==> config.mk <==
export PLATFORM = sky130hd
export DESIGN_NAME = posix_cksum_crc32
export DESIGN_NICKNAME = d
export VERILOG_FILES = /design/src/pcc_pkg.sv /design/src/pcc_ctrl.sv /design/src/pcc_dpath.sv /design/src/posix_cksum_crc32.sv
export SDC_FILE = /design/constraint.sdc
export NUM_CORES = 1
export LEC_CHECK = 0
export ABC_AREA = 1
export BUFFER_PORTS_ARGS = -buffer_cell sky130_fd_sc_hd__buf_2
export CORE_MARGIN = 4
export CORE_UTILIZATION = 55
export DETAILED_ROUTE_END_ITERATION = 8
export PLACE_DENSITY = 0.84
export REMOVE_ABC_BUFFERS = 1
export SYNTH_ARGS = -nofsm -noshare
export SYNTH_HDL_FRONTEND = slang
export SYNTH_SLANG_ARGS = --single-unit
==> constraint.sdc <==
create_clock -name clock -period 9.9 [get_ports clock]
set_clock_uncertainty 0.05 [all_clocks]
set_input_delay 1.485 -clock clock [delete_from_list [all_inputs] [get_ports clock]]
set_output_delay 1.485 -clock clock [all_outputs]
set_load 0.02 [all_outputs]
==> src/pcc_pkg.sv <==
// Shared types, constants and the byte-wide CRC-32 step for the cksum block.
package pcc_pkg;

   localparam int unsigned DEFAULT_LENGTH_BITS = 40;
   localparam int unsigned OUT_LEN_BITS        = 40;
   localparam int unsigned CRC_BITS            = 32;
   localparam int unsigned BYTE_BITS           = 8;
   localparam int unsigned RSP_DATA_BITS       = CRC_BITS + OUT_LEN_BITS;

   localparam logic [CRC_BITS-1:0] CRC_POLY      = 32'h04C1_1DB7;
   localparam logic [CRC_BITS-1:0] XOR_OUT_RESET = 32'hFFFF_FFFF;

   typedef enum logic [0:0] {
      ST_RUN,
      ST_APPEND
   } state_type;

   typedef struct packed {
      logic take;
      logic load_len;
      logic shift;
      logic emit;
   } cmd_type;

   typedef struct packed {
      logic len_zero;
      logic out_free;
   } status_type;

   function automatic logic [CRC_BITS-1:0] crc_byte(input logic [CRC_BITS-1:0] crc,
                                                    input logic [BYTE_BITS-1:0] data);
      logic [CRC_BITS-1:0] c;
      c = crc ^ {data, 24'h00_0000};
      for (int k = 0; k < BYTE_BITS; k++) begin
         if (c[CRC_BITS-1]) begin
            c = {c[CRC_BITS-2:0], 1'b0} ^ CRC_POLY;
         end else begin
            c = {c[CRC_BITS-2:0], 1'b0};
         end
      end
      return c;
   endfunction

endpackage

==> src/pcc_ctrl.sv <==
// Controller: sequences message bytes, the length append and the result hand-off.
module pcc_ctrl (
   input  logic               clock,
   input  logic               reset,
   input  logic               req_tvalid,
   input  logic               req_tlast,
   output logic               req_tready,
   input  pcc_pkg::status_type status,
   output pcc_pkg::cmd_type    cmd
);
   import pcc_pkg::*;

   state_type state_ff;
   state_type state_in;

   always_ff @(posedge clock) begin
      if (reset) begin
         state_ff <= ST_RUN;
      end else begin
         state_ff <= state_in;
      end
   end

   always_comb begin
      state_in     = state_ff;
      req_tready   = 1'b0;
      cmd.take     = 1'b0;
      cmd.load_len = 1'b0;
      cmd.shift    = 1'b0;
      cmd.emit     = 1'b0;
      unique case (state_ff)
         ST_RUN: begin
            req_tready = 1'b1;
            if (req_tvalid) begin
               cmd.take = 1'b1;
               if (req_tlast) begin
                  cmd.load_len = 1'b1;
                  state_in     = ST_APPEND;
               end
            end
         end
         ST_APPEND: begin
            if (!status.len_zero) begin
               cmd.shift = 1'b1;
            end else if (status.out_free) begin
               cmd.emit = 1'b1;
               state_in = ST_RUN;
            end
         end
         default: begin
            state_in = ST_RUN;
         end
      endcase
   end

endmodule

==> src/pcc_dpath.sv <==
// Datapath: CRC register, byte counter, length shifter, mask and result register.
module pcc_dpath #(
   parameter int unsigned LENGTH_BITS = pcc_pkg::DEFAULT_LENGTH_BITS
) (
   input  logic                                   clock,
   input  logic                                   reset,
   input  pcc_pkg::cmd_type                        cmd,
   output pcc_pkg::status_type                     status,
   input  logic [pcc_pkg::BYTE_BITS-1:0]           req_tdata,
   input  logic                                   req_tuser,
   input  logic                                   csr_we,
   input  logic [pcc_pkg::CRC_BITS-1:0]            csr_wdata,
   output logic                                   rsp_tvalid,
   input  logic                                   rsp_tready,
   output logic [pcc_pkg::RSP_DATA_BITS-1:0]       rsp_tdata,
   output logic                                   rsp_tuser
);
   import pcc_pkg::*;

   logic [CRC_BITS-1:0]      xor_out_ff;
   logic [CRC_BITS-1:0]      crc_ff;
   logic [CRC_BITS-1:0]      crc_in;
   logic [LENGTH_BITS-1:0]   count_ff;
   logic [LENGTH_BITS-1:0]   count_in;
   logic                     ovf_ff;
   logic                     ovf_in;
   logic [LENGTH_BITS-1:0]   len_ff;
   logic [LENGTH_BITS-1:0]   len_in;
   logic                     rsp_valid_ff;
   logic                     rsp_valid_in;
   logic [RSP_DATA_BITS-1:0] rsp_data_ff;
   logic                     rsp_user_ff;
   logic [63:0]              count_wide;
   logic [BYTE_BITS-1:0]     crc_data;
   logic [CRC_BITS-1:0]      crc_step;
   logic                     count_full;

   assign count_full = &count_ff;
   assign count_wide = 64'(count_ff);
   assign crc_data   = cmd.shift ? len_ff[BYTE_BITS-1:0] : req_tdata;
   assign crc_step   = crc_byte(crc_ff, crc_data);

   assign status.len_zero = (len_ff == '0);
   assign status.out_free = !rsp_valid_ff || rsp_tready;

   always_comb begin
      crc_in   = crc_ff;
      count_in = count_ff;
      ovf_in   = ovf_ff;
      len_in   = len_ff;
      priority if (cmd.emit) begin
         crc_in   = '0;
         count_in = '0;
         ovf_in   = 1'b0;
      end else if (cmd.shift) begin
         crc_in = crc_step;
         len_in = len_ff >> BYTE_BITS;
      end else if (cmd.take) begin
         if (req_tuser) begin
            crc_in = crc_step;
            if (count_full) begin
               ovf_in = 1'b1;
            end else begin
               count_in = count_ff + 1'b1;
            end
         end
         if (cmd.load_len) begin
            len_in = count_in;
         end
      end
   end

   always_comb begin
      rsp_valid_in = rsp_valid_ff;
      if (cmd.emit) begin
         rsp_valid_in = 1'b1;
      end else if (rsp_tready) begin
         rsp_valid_in = 1'b0;
      end
   end

   always_ff @(posedge clock) begin
      if (reset) begin
         xor_out_ff   <= XOR_OUT_RESET;
         crc_ff       <= '0;
         count_ff     <= '0;
         ovf_ff       <= 1'b0;
         len_ff       <= '0;
         rsp_valid_ff <= 1'b0;
      end else begin
         if (csr_we) begin
            xor_out_ff <= csr_wdata;
         end
         crc_ff       <= crc_in;
         count_ff     <= count_in;
         ovf_ff       <= ovf_in;
         len_ff       <= len_in;
         rsp_valid_ff <= rsp_valid_in;
      end
   end

   always_ff @(posedge clock) begin
      if (cmd.emit) begin
         rsp_data_ff <= {count_wide[OUT_LEN_BITS-1:0], crc_ff ^ xor_out_ff};
         rsp_user_ff <= ovf_ff;
      end
   end

   assign rsp_tvalid = rsp_valid_ff;
   assign rsp_tdata  = rsp_data_ff;
   assign rsp_tuser  = rsp_user_ff;

endmodule

==> src/posix_cksum_crc32.sv <==
// Top level of the POSIX cksum engine: controller plus datapath.
// Message bytes are taken one per cycle while req_tready is high; those with
// byte_valid set are folded into an MSB-first CRC-32 (polynomial 0x04C11DB7,
// start value zero) while a LENGTH_BITS-wide counter counts them (saturating,
// with too_long set when a byte arrives at the full count). The last transfer
// of a message is followed by the length append: each significant byte of the
// count is folded least significant first through the same byte-wide CRC unit,
// and then the result register is loaded once it is free; req_tready is low
// during the append. The result register waits for rsp_tready while the next
// message streams in. checksum is the CRC XORed with the csr mask (reset all
// ones); message_length carries the low 40 bits of the count.
module posix_cksum_crc32 #(
   parameter int unsigned LENGTH_BITS = pcc_pkg::DEFAULT_LENGTH_BITS
) (
   input  logic                              clock,
   input  logic                              reset,
   input  logic                              req_tvalid,
   output logic                              req_tready,
   input  logic [7:0]                        req_tdata,   // data_byte
   input  logic                              req_tuser,   // byte_valid
   input  logic                              req_tlast,   // last
   output logic                              rsp_tvalid,
   input  logic                              rsp_tready,
   output logic [pcc_pkg::RSP_DATA_BITS-1:0] rsp_tdata,   // checksum, message_length
   output logic                              rsp_tuser,   // too_long
   input  logic                              csr_we,
   input  logic [pcc_pkg::CRC_BITS-1:0]      csr_wdata    // xor_out
);
   import pcc_pkg::*;

   cmd_type    cmd;
   status_type status;

   pcc_ctrl u_ctrl (
      .clock      (clock),
      .reset      (reset),
      .req_tvalid (req_tvalid),
      .req_tlast  (req_tlast),
      .req_tready (req_tready),
      .status     (status),
      .cmd        (cmd)
   );

   pcc_dpath #(
      .LENGTH_BITS (LENGTH_BITS)
   ) u_dpath (
      .clock      (clock),
      .reset      (reset),
      .cmd        (cmd),
      .status     (status),
      .req_tdata  (req_tdata),
      .req_tuser  (req_tuser),
      .csr_we     (csr_we),
      .csr_wdata  (csr_wdata),
      .rsp_tvalid (rsp_tvalid),
      .rsp_tready (rsp_tready),
      .rsp_tdata  (rsp_tdata),
      .rsp_tuser  (rsp_tuser)
   );

endmodule
==> results of run 1 <==
==> report_power, final <==
| group | total (mW) | leakage [nW] | internal (mW) | switching (mW) |
|---|---|---|---|---|
| combinational | 0.669 | 3.15 | 0.219 | 0.450 |
| sequential | 1.11 | 1.88 | 1.03 | 0.0822 |
| clock | 0.918 | 0.392 | 0.567 | 0.351 |
==> layout make-up <==
class                   instances  area share [%]
multi-input cells             942           39.23
flip-flops and latches        220           41.71
repair buffers                127           5.285
clock inverters                 9           1.189
inverters                     151           4.604
well taps                     260           2.643
clock buffers                  31           5.336
==> cells by family after synthesis <==
group | Yosys count | synth area share [%]
buffers and inverters | 201 | 7.508
adder cells (fa/ha/maj) | 1 | 0.1162
XOR/XNOR | 104 | 8.461
flip-flops | 220 | 47.70
AND/OR/NAND/NOR | 667 | 27.57
AO/OA/AOI/OAI | 170 | 8.647
==> cell usage after synthesis, types with 4 or more instances <==
library cell    n
nand3_2         9
xnor2_1        13
nor3_1         22
nand4_1        13
inv_2           7
clkbuf_1       33
buf_2          12
xor2_1         91
nor2_1        126
nor4_1          4
a31oi_1        23
nand2_1       331
nand3_1       101
a21oi_1        66
nor2_2          7
inv_1         141
nand2_2        35
dfxtp_1       147
edfxtp_1       73
o21ai_0        67
a22o_1          4
nand2_4         7
==> metal layers <==
metal	vias up	GRT usage, %	part of all wire (%)
met5	-	0	0
met4	0	5.635	1.8
met3	37	4.231	8.4
met2	425	38.95	45
met1	4384	34.87	45
li1	4593	-	-
==> sequential cells by signal (all words and copies together), names as in the netlist <==
register	count
u_dpath.xor_out_ff	32
u_dpath.rsp_tdata	72
u_dpath.count_ff	40
u_dpath.len_ff	40
u_dpath.crc_ff	32
u_dpath.ovf_ff	1
u_dpath.rsp_tuser	1
u_dpath.rsp_tvalid	1
u_ctrl.state_ff	1
==> per-stage QoR <==
step           power (mW)  std cells
3_3_place_gp        1.763       1700
4_1_cts             2.700       1740
3_5_place_dp        1.783       1700
5_1_grt             2.834       1740
6_report            2.701       1740
2_1_floorplan       1.602       1313
==> final timing paths <==
path,to,slack [ns]
max,u_dpath.len_ff[31]$_SDFFE_PP0P_,5.75
max reg2reg,u_dpath.len_ff[31]$_SDFFE_PP0P_,5.76
min reg2reg,u_dpath.rsp_tuser$_DFFE_PP_,0.38
min,u_dpath.rsp_tuser$_DFFE_PP_,0.38
==> impl_metrics.ini, run 1 <==
[setup_path]
regToRegStartpoint = u_ctrl.state_ff$_SDFF_PP0_
end_kind = flop
worstRegToRegCells = 12
cp.required_ns = 10.28
slowest_delay_ns = 0.50
crit_chain = buf_2, nand2_1, buf_4, inv_1, nand2_1, clkinv_1, nor2_2, buf_4, inv_1, o21ai_0, a21oi_1, nor2_1
criticalPathCategory = input port to flop
cp-start-kind = input port
path_depth = 12
path_buf_inv = 6
critical_path.max_fanout = 62
critPathLaunch = req_tvalid
worstPathArrival_ns = 4.53
cpMaxStageDelayCell = inv_1
critPathTopFamily = buffers and inverters

[drt]
post-route-drc-count = 0
wl_per_cell_um = 15.66
drt_iter0_markers = 1001
firstDrtPassIters = 6
ant_nets = 0
vias = 9439
viasPerCell = 5.425
drt_wl_total_um = 27240

[yosys]
netlist_area_um2 = 10770
async_flop_share_pct = 0
synth_top_area_cell = dfxtp_1
ys_seq_area_share_pct = 47.70
synth_cells = 1363
yosys_register_bits = 220
synth_flop_cell = dfxtp_1
synth_edf_count = 73
synth_cell_type_count = 40
yosysWarnings = 0
postSynthAreaPerCell_um2 = 7.898
yosysTopAreaCellShare_pct = 27.34
synth_area_leaders = dfxtp_1, edfxtp_1, nand2_1, xor2_1, inv_1

[finish]
drive_gt1_share_pct = 16.08
design_area_um2 = 12310
multi_input_area_um2 = 4830
regArea_um2 = 5135
area_growth_pct = 14.35
post-route-util_pct = 64.94
final_cell_mix = nand2_1, dfxtp_1, inv_1, nor2_1, buf_2
fillers = 1595
antenna_cells = 0
fin_nets = 1512
mostFrequentLayoutCell = nand2_1

[flow_run]
drv_cap = 0

[floorplan]
die_x_um = 147.9
dieArea_um2 = 21880
core_um2 = 18960
start_util_pct = 56.79
rows = 50
die_h_um = 147.9
ios = 122

[timing]
layout_min_cycle_time_ns = 4.152
finalCritPeriodShare_pct = 41.94
slew_headroom_pct = 31.45
fin_ws_ns = 5.748
rsz0062_at_grt = false
max_freq_mhz = 240.9
worstMarginPinSlew_ns = 1.027
setup_viol = 0
finalSetupTns_ns = 0
final_max_slew_viol_count = 0
hold_ws_ns = 0.3841
hold_viol = 0

[cts]
postCtsResizedCells = 0
clkLatencyLatePin_ns = 0.52
ctsHoldBuffers = 0
root_buffer = clkbuf_16
cts_buffer_depth = 3
path_clk_slew_ns = 0.06
ctsHtreeMaxLevel = 1
clkSinkCount = 220
cts_tree = yes
cts_buffers = 22
cts_setup_buffers = 0

[placed_design]
place_congestion = 0.9818
place_area_um2 = 11510
place_hpwl_um = 18850
io_buffers = 121
pre_cts_ws_ns = 5.371

[power]
p_leak_nw = 5.424
ir_worst_vdd_mv = 0.1358
pwr_density_cell_nw_per_um2 = 219.4

[global_routing]
grt_max_degree = 75
antenna_found_initial = 0
grt_overflow_total = 0
track_usage_pct = 24.36
first_global_vias = 8752
grt_pass1_wl_um = 44190

[hold_path]
hp-start = u_dpath.ovf_ff$_SDFFE_PP0P_
hp-class = flop to flop
whs_path_depth = 0

[run_status]
outcome = complete, no violations
No activity file was read; power rests on OpenSTA's default activity.
==> run 2, diff against run 1 <==
--- a/config.mk
+++ b/config.mk
@@ -5,7 +5,7 @@
 export SDC_FILE = /design/constraint.sdc
 export NUM_CORES = 1
 export LEC_CHECK = 0
-export ABC_AREA = 1
+export ABC_AREA = 0
 export BUFFER_PORTS_ARGS = -buffer_cell sky130_fd_sc_hd__buf_2
 export CORE_MARGIN = 4
 export CORE_UTILIZATION = 55
==> constraint.sdc (replaced) <==
create_clock -name clock -period 4.21 [get_ports clock]
set_clock_uncertainty 0.05 [all_clocks]
set_input_delay 0.6315 -clock clock [delete_from_list [all_inputs] [get_ports clock]]
set_output_delay 0.6315 -clock clock [all_outputs]
set_load 0.02 [all_outputs]
==> run 2 against run 1 <==
- wire length shrank 20%
- utilization shrank 0.19 points
- sequential cell count is the same
- die area shrank 9.3%
- cell area shrank 9.0%
- non-clock buffer count grew 6
- combinational power grew 39%
- synthesized cell count shrank 30%
- largest power group unchanged
- worst hold slack lost 0.10 ns
- clock power grew 110%
- setup slack lost 5.2 ns
- highest routed layer unchanged
==> impl_metrics.ini, run 2 <==
[power]
ir_worst_vdd_mv = 0.3981
power_mw = 5.283
p_leak_nw = 4.164
pwr_density_cell_nw_per_um2 = 471.7

[yosys]
synth_cell_type_count = 43
synth_flop_cell = dfxtp_1
yosysTopAreaCellShare_pct = 30.31
postSynthAreaPerCell_um2 = 10.20
synth_cells = 952
yosysWarnings = 0
netlist_top_cells_count = dfxtp_1, nand2_1, nor2_1
async_flop_share_pct = 0
ys_seq_area_share_pct = 52.89
yosys_register_bits = 220
synth_area_leaders = dfxtp_1, edfxtp_1, xor2_1, xnor2_1, nand2_1
yosysMostFrequentCell = dfxtp_1
netlist_area_um2 = 9708
synth_edf_count = 73
synth_top_area_cell = dfxtp_1

[hold_path]
whs_path_depth = 2
hp-start = csr_wdata[25]
hp-class = input port to flop

[setup_path]
worstRegToRegCells = 11
criticalPathCategory = flop to flop
end_kind = flop
crit_chain = nor4_1, nand4_1, o31a_1, buf_4, mux2i_2, xnor2_2, xnor2_4, xor2_2, xnor2_1, or4_1, o211ai_2
regToRegStartpoint = u_dpath.len_ff[7]$_SDFFE_PP0P_
critPathLaunch = u_dpath.len_ff[7]$_SDFFE_PP0P_
cp.required_ns = 4.59
cp-start-kind = flop
slowest_delay_ns = 0.50
cpMaxStageDelayCell = o31a_1
critical_path.max_fanout = 32
worstPathArrival_ns = 4.02

[cts]
postCtsResizedCells = 0
clkSinkCount = 220
ctsHoldBuffers = 0
path_clk_slew_ns = 0.06
cts_buffers = 23
cts_buffer_depth = 3
ctsHtreeMaxLevel = 1
clkLatencyLatePin_ns = 0.51
cts_setup_buffers = 0
root_buffer = clkbuf_16
cts_tree = yes

[global_routing]
grt_busiest_layer = met2
antenna_found_initial = 0
grt_overflow_total = 0
use_met3_pct = 3.833
use_met2_pct = 38.33
grt_pass1_wl_um = 35510
track_usage_pct = 21.54
first_global_vias = 6983
grt_max_degree = 75
met1_usage_pct = 27.18

[floorplan]
rows = 48
dieArea_um2 = 19840
die_x_um = 140.9
start_util_pct = 56.13
core_um2 = 17300
die_h_um = 140.9
ios = 122

[timing]
setup_viol = 0
finalCritPeriodShare_pct = 86.49
finalSetupTns_ns = 0
worstMarginPinSlew_ns = 1.094
layout_min_cycle_time_ns = 3.641
final_max_slew_viol_count = 0
rsz0062_at_grt = false
hold_ws_ns = 0.2828
hold_viol = 0
max_freq_mhz = 274.6
slew_headroom_pct = 27.07
fin_ws_ns = 0.5689

[placed_design]
dp_cells = 1253
place_congestion = 0.8834
place_area_um2 = 10470
io_buffers = 121
place_hpwl_um = 15130
pre_cts_ws_ns = 0.6562

[finish]
design_area_um2 = 11200
final_cell_mix = dfxtp_1, buf_2, nand2_1, nor2_1, xor2_1
antenna_cells = 0
post-route-util_pct = 64.75
drive_gt1_share_pct = 17.48
regArea_um2 = 5135
fin_cells = 1295
mostFrequentLayoutCell = dfxtp_1
largest_reg_flops = 72
fin_nets = 1101
fillers = 1375
area_growth_pct = 15.36
multi_input_area_um2 = 4328

[drt]
ant_nets = 0
post-route-drc-count = 0
wl_per_cell_um = 16.73
drt_iter0_markers = 542
viasPerCell = 5.513
drt_wl_total_um = 21660
firstDrtPassIters = 5
vias = 7139

[flow_run]
drv_cap = 0

[run_status]
outcome = complete, no violations
==> run 2: changes by cell type in the layout (fill, tap and decap cells not counted), sizes merged, moves of 11 or more <==
| cell | before | now |
|---|---|---|
| a211o | 0 | 32 |
| nand3 | 110 | 28 |
| xor2 | 91 | 80 |
| inv | 148 | 8 |
| o21ai | 71 | 10 |
| nor2b | 0 | 34 |
| xnor2 | 13 | 85 |
| nor2 | 134 | 97 |
| a22oi | 0 | 29 |
| nand2 | 373 | 104 |
| a31oi | 23 | 4 |
| a211oi | 0 | 17 |
==> run 2: cell families after synthesis <==
| group | after synthesis | share of synthesized area, % |
|---|---|---|
| AOI/OAI and AO/OA | 159 | 10.98 |
| xor gates and xnor gates | 167 | 16.36 |
| adders and majority gates | 1 | 0.1289 |
| buffers and inverters | 62 | 2.552 |
| DFF | 220 | 52.89 |
| muxes | 9 | 0.9666 |
| and+or+nand+nor | 334 | 16.12 |
==> run 2: path summary, 6_finish.rpt <==
| kind | to | slack, ns |
|---|---|---|
| setup / recovery | u_dpath.crc_ff[12]$_SDFFE_PP0P_ | 0.57 |
| hold / removal | u_dpath.xor_out_ff[25]$_SDFFE_PP1P_ | 0.28 |
| setup reg to reg | u_dpath.crc_ff[12]$_SDFFE_PP0P_ | 0.57 |
| hold reg to reg | u_dpath.rsp_tuser$_DFFE_PP_ | 0.40 |
==> run 2: final cells by class <==
cell class                 count  share of cell area [%]
sequential                   220                   45.85
clock inverter                12                  0.8602
tap                          225                   2.514
clock buffer                  30                   5.642
multi-input combinational    670                   38.64
timing repair buffer         133                   6.323
inverter                       5                  0.1676
==> run 2: where the power goes <==
part	internal [mW]	switching (mW)
clock	1.12	0.808
sequential	2.32	0.105
combinational	0.424	0.506
==> run 2: critical path: cells and delay by family, from the launching register on <==
family	cells	cell delay (ns)
XOR/XNOR	4	0.97
flip-flops	1	0.34
AND/OR/NAND/NOR	3	1.09
buffers and inverters	1	0.32
AO/OA/AOI/OAI	2	0.58
multiplexers	1	0.20
==> run 2: metal layers <==
metal	up-vias	routed length, um
li1	3513	-
met1	3398	9148
met2	192	10830
met3	36	1173
met4	0	506
met5	-	0
==> run 3, diff against run 2 <==
==> constraint.sdc (replaced) <==
create_clock -name clock -period 4.21 [get_ports clock]
set_clock_uncertainty 0.05 [all_clocks]
set_input_delay 0.842 -clock clock [delete_from_list [all_inputs] [get_ports clock]]
set_output_delay 0.842 -clock clock [all_outputs]
set_load 0.02 [all_outputs]
==> run 3 against run 2 <==
- wire length is 0.13% lower
- utilization is 0.20 points higher
- setup slack worse by 0.066 ns
- global-route usage is 0.28 points higher
- combinational power hardly changed
- first-iteration DRC count is 3.3% lower
- largest cell class unchanged
- largest power group unchanged
==> impl_metrics.ini, run 3 (synthesis results as in run 2) <==
[setup_path]
regToRegStartpoint = u_dpath.len_ff[29]$_SDFFE_PP0P_
criticalPathCategory = flop to flop
endpoint = u_dpath.crc_ff[13]$_SDFFE_PP0P_
cp-start-kind = flop
worstPathArrival_ns = 4.02
r2r_slack_ns = 0.50
regToRegEndpoint = u_dpath.crc_ff[13]$_SDFFE_PP0P_
worstRegToRegCells = 10
critPathLaunch = u_dpath.len_ff[29]$_SDFFE_PP0P_
critical_path.max_fanout = 23
end_kind = flop
cp.required_ns = 4.53

[finish]
area_growth_pct = 15.72
antenna_cells = 0
largest_reg_flops = 72
fin_nets = 1102
mostFrequentLayoutCell = dfxtp_1
final_cell_mix = dfxtp_1, buf_2, nand2_1, nor2_1, xor2_1
fin_cells = 1295
design_area_um2 = 11230
drive_gt1_share_pct = 17.10

[drt]
firstDrtPassIters = 5
vias = 7203
viasPerCell = 5.562
post-route-drc-count = 0
drt_iter0_markers = 524
drt_wl_total_um = 21630
wl_per_cell_um = 16.70
ant_nets = 0

[placed_design]
pre_cts_ws_ns = 0.5318
place_congestion = 0.8728
io_buffers = 121
place_area_um2 = 10480
place_hpwl_um = 15110
dp_cells = 1254

[cts]
cts_setup_buffers = 0
ctsHoldBuffers = 0
postCtsResizedCells = 0
root_buffer = clkbuf_16
clkLatencyLatePin_ns = 0.50
cts_buffer_depth = 3
path_clk_slew_ns = 0.06
ctsHtreeMaxLevel = 1
clkSinkCount = 220
cts_buffers = 23
cts_tree = yes

[global_routing]
grt_overflow_total = 0
antenna_found_initial = 0
grt_max_degree = 75
track_usage_pct = 21.83
first_global_vias = 7200
grt_pass1_wl_um = 35900

[floorplan]
rows = 48
die_h_um = 140.9
start_util_pct = 56.13
die_x_um = 140.9
dieArea_um2 = 19840
ios = 122
core_um2 = 17300

[hold_path]
hp-class = flop to flop

[flow_run]
drv_cap = 0

[timing]
layout_min_cycle_time_ns = 3.707
fin_ws_ns = 0.5033
finalSetupTns_ns = 0
final_max_slew_viol_count = 0
finalCritPeriodShare_pct = 88.04
worstMarginPinSlew_ns = 1.126
hold_ws_ns = 0.4153
rsz0062_at_grt = false
slew_headroom_pct = 24.93
max_freq_mhz = 269.8
hold_viol = 0
setup_viol = 0

[power]
ir_worst_vdd_mv = 0.3021
p_leak_nw = 4.181
pwr_density_cell_nw_per_um2 = 476.2

[run_status]
outcome = complete, no violations
-- run 3: cell count changes in the layout (fill, tap and decap cells not counted), sizes merged --
cell      change
buf           +1
inv           -3
clkinvlp      -2
clkbuf        +8
clkinv        -4
-- run 3: critical path, stage by stage (launching register included) --
cell     delay (ns)
dfxtp_1        0.32
nor4_1         0.39
nand4_1        0.18
o31a_1         0.64
mux2i_1        0.26
xnor2_2        0.47
xnor2_1        0.14
xnor2_1        0.55
xnor3_1        0.44
nand2_1        0.07
a21oi_1        0.06
-- run 3: power breakdown --
group | leakage, nW | switching (mW) | internal [mW]
clock network | 0.369 | 0.779 | 1.22
logic | 1.89 | 0.507 | 0.425
registers | 1.92 | 0.105 | 2.32
-- run 3: area by class of cell --
| cell class | instances | area [um^2] |
|---|---|---|
| Clock buffer | 38 | 715.7 |
| Multi-Input combinational cell | 670 | 4328 |
| Clock inverter | 3 | 40.04 |
| Fill cell | 1355 | 6062 |
| Tap cell | 225 | 281.5 |
| Inverter | 5 | 18.77 |
| Timing Repair Buffer | 134 | 715.7 |
| Sequential cell | 220 | 5135 |
-- run 3: how the worst min path moves through the flow --
stage,startpoint,to,slack [ns],depth (start not counted)
finish,u_dpath.ovf_ff$_SDFFE_PP0P_,u_dpath.rsp_tuser$_DFFE_PP_,0.42,0
floorplan,u_dpath.ovf_ff$_SDFFE_PP0P_,u_dpath.rsp_tuser$_DFFE_PP_,0.36,0
detailed placement,u_dpath.ovf_ff$_SDFFE_PP0P_,u_dpath.rsp_tuser$_DFFE_PP_,0.41,0
global route,u_dpath.ovf_ff$_SDFFE_PP0P_,u_dpath.rsp_tuser$_DFFE_PP_,0.43,0
global placement,u_dpath.ovf_ff$_SDFFE_PP0P_,u_dpath.rsp_tuser$_DFFE_PP_,0.39,0
CTS,u_dpath.ovf_ff$_SDFFE_PP0P_,u_dpath.rsp_tuser$_DFFE_PP_,0.43,0
-- run 3: per-layer routing --
layer | up-vias | share of wire [%] | global-route usage, %
met4 | 0 | 3.2 | 7.904
met2 | 214 | 49 | 37.35
met5 | - | 0 | 0
li1 | 3518 | - | -
met3 | 53 | 5.9 | 3.867
met1 | 3418 | 42 | 27.85
-- run 3: through the flow --
stage / power [mW] / util [%]
2_1_floorplan: 3.153 / -
3_3_place_gp: 3.366 / 60.58
3_5_place_dp: 3.387 / 60.58
4_1_cts: 5.391 / 64.95
5_1_grt: 5.580 / 64.95
6_report: 5.350 / 64.95
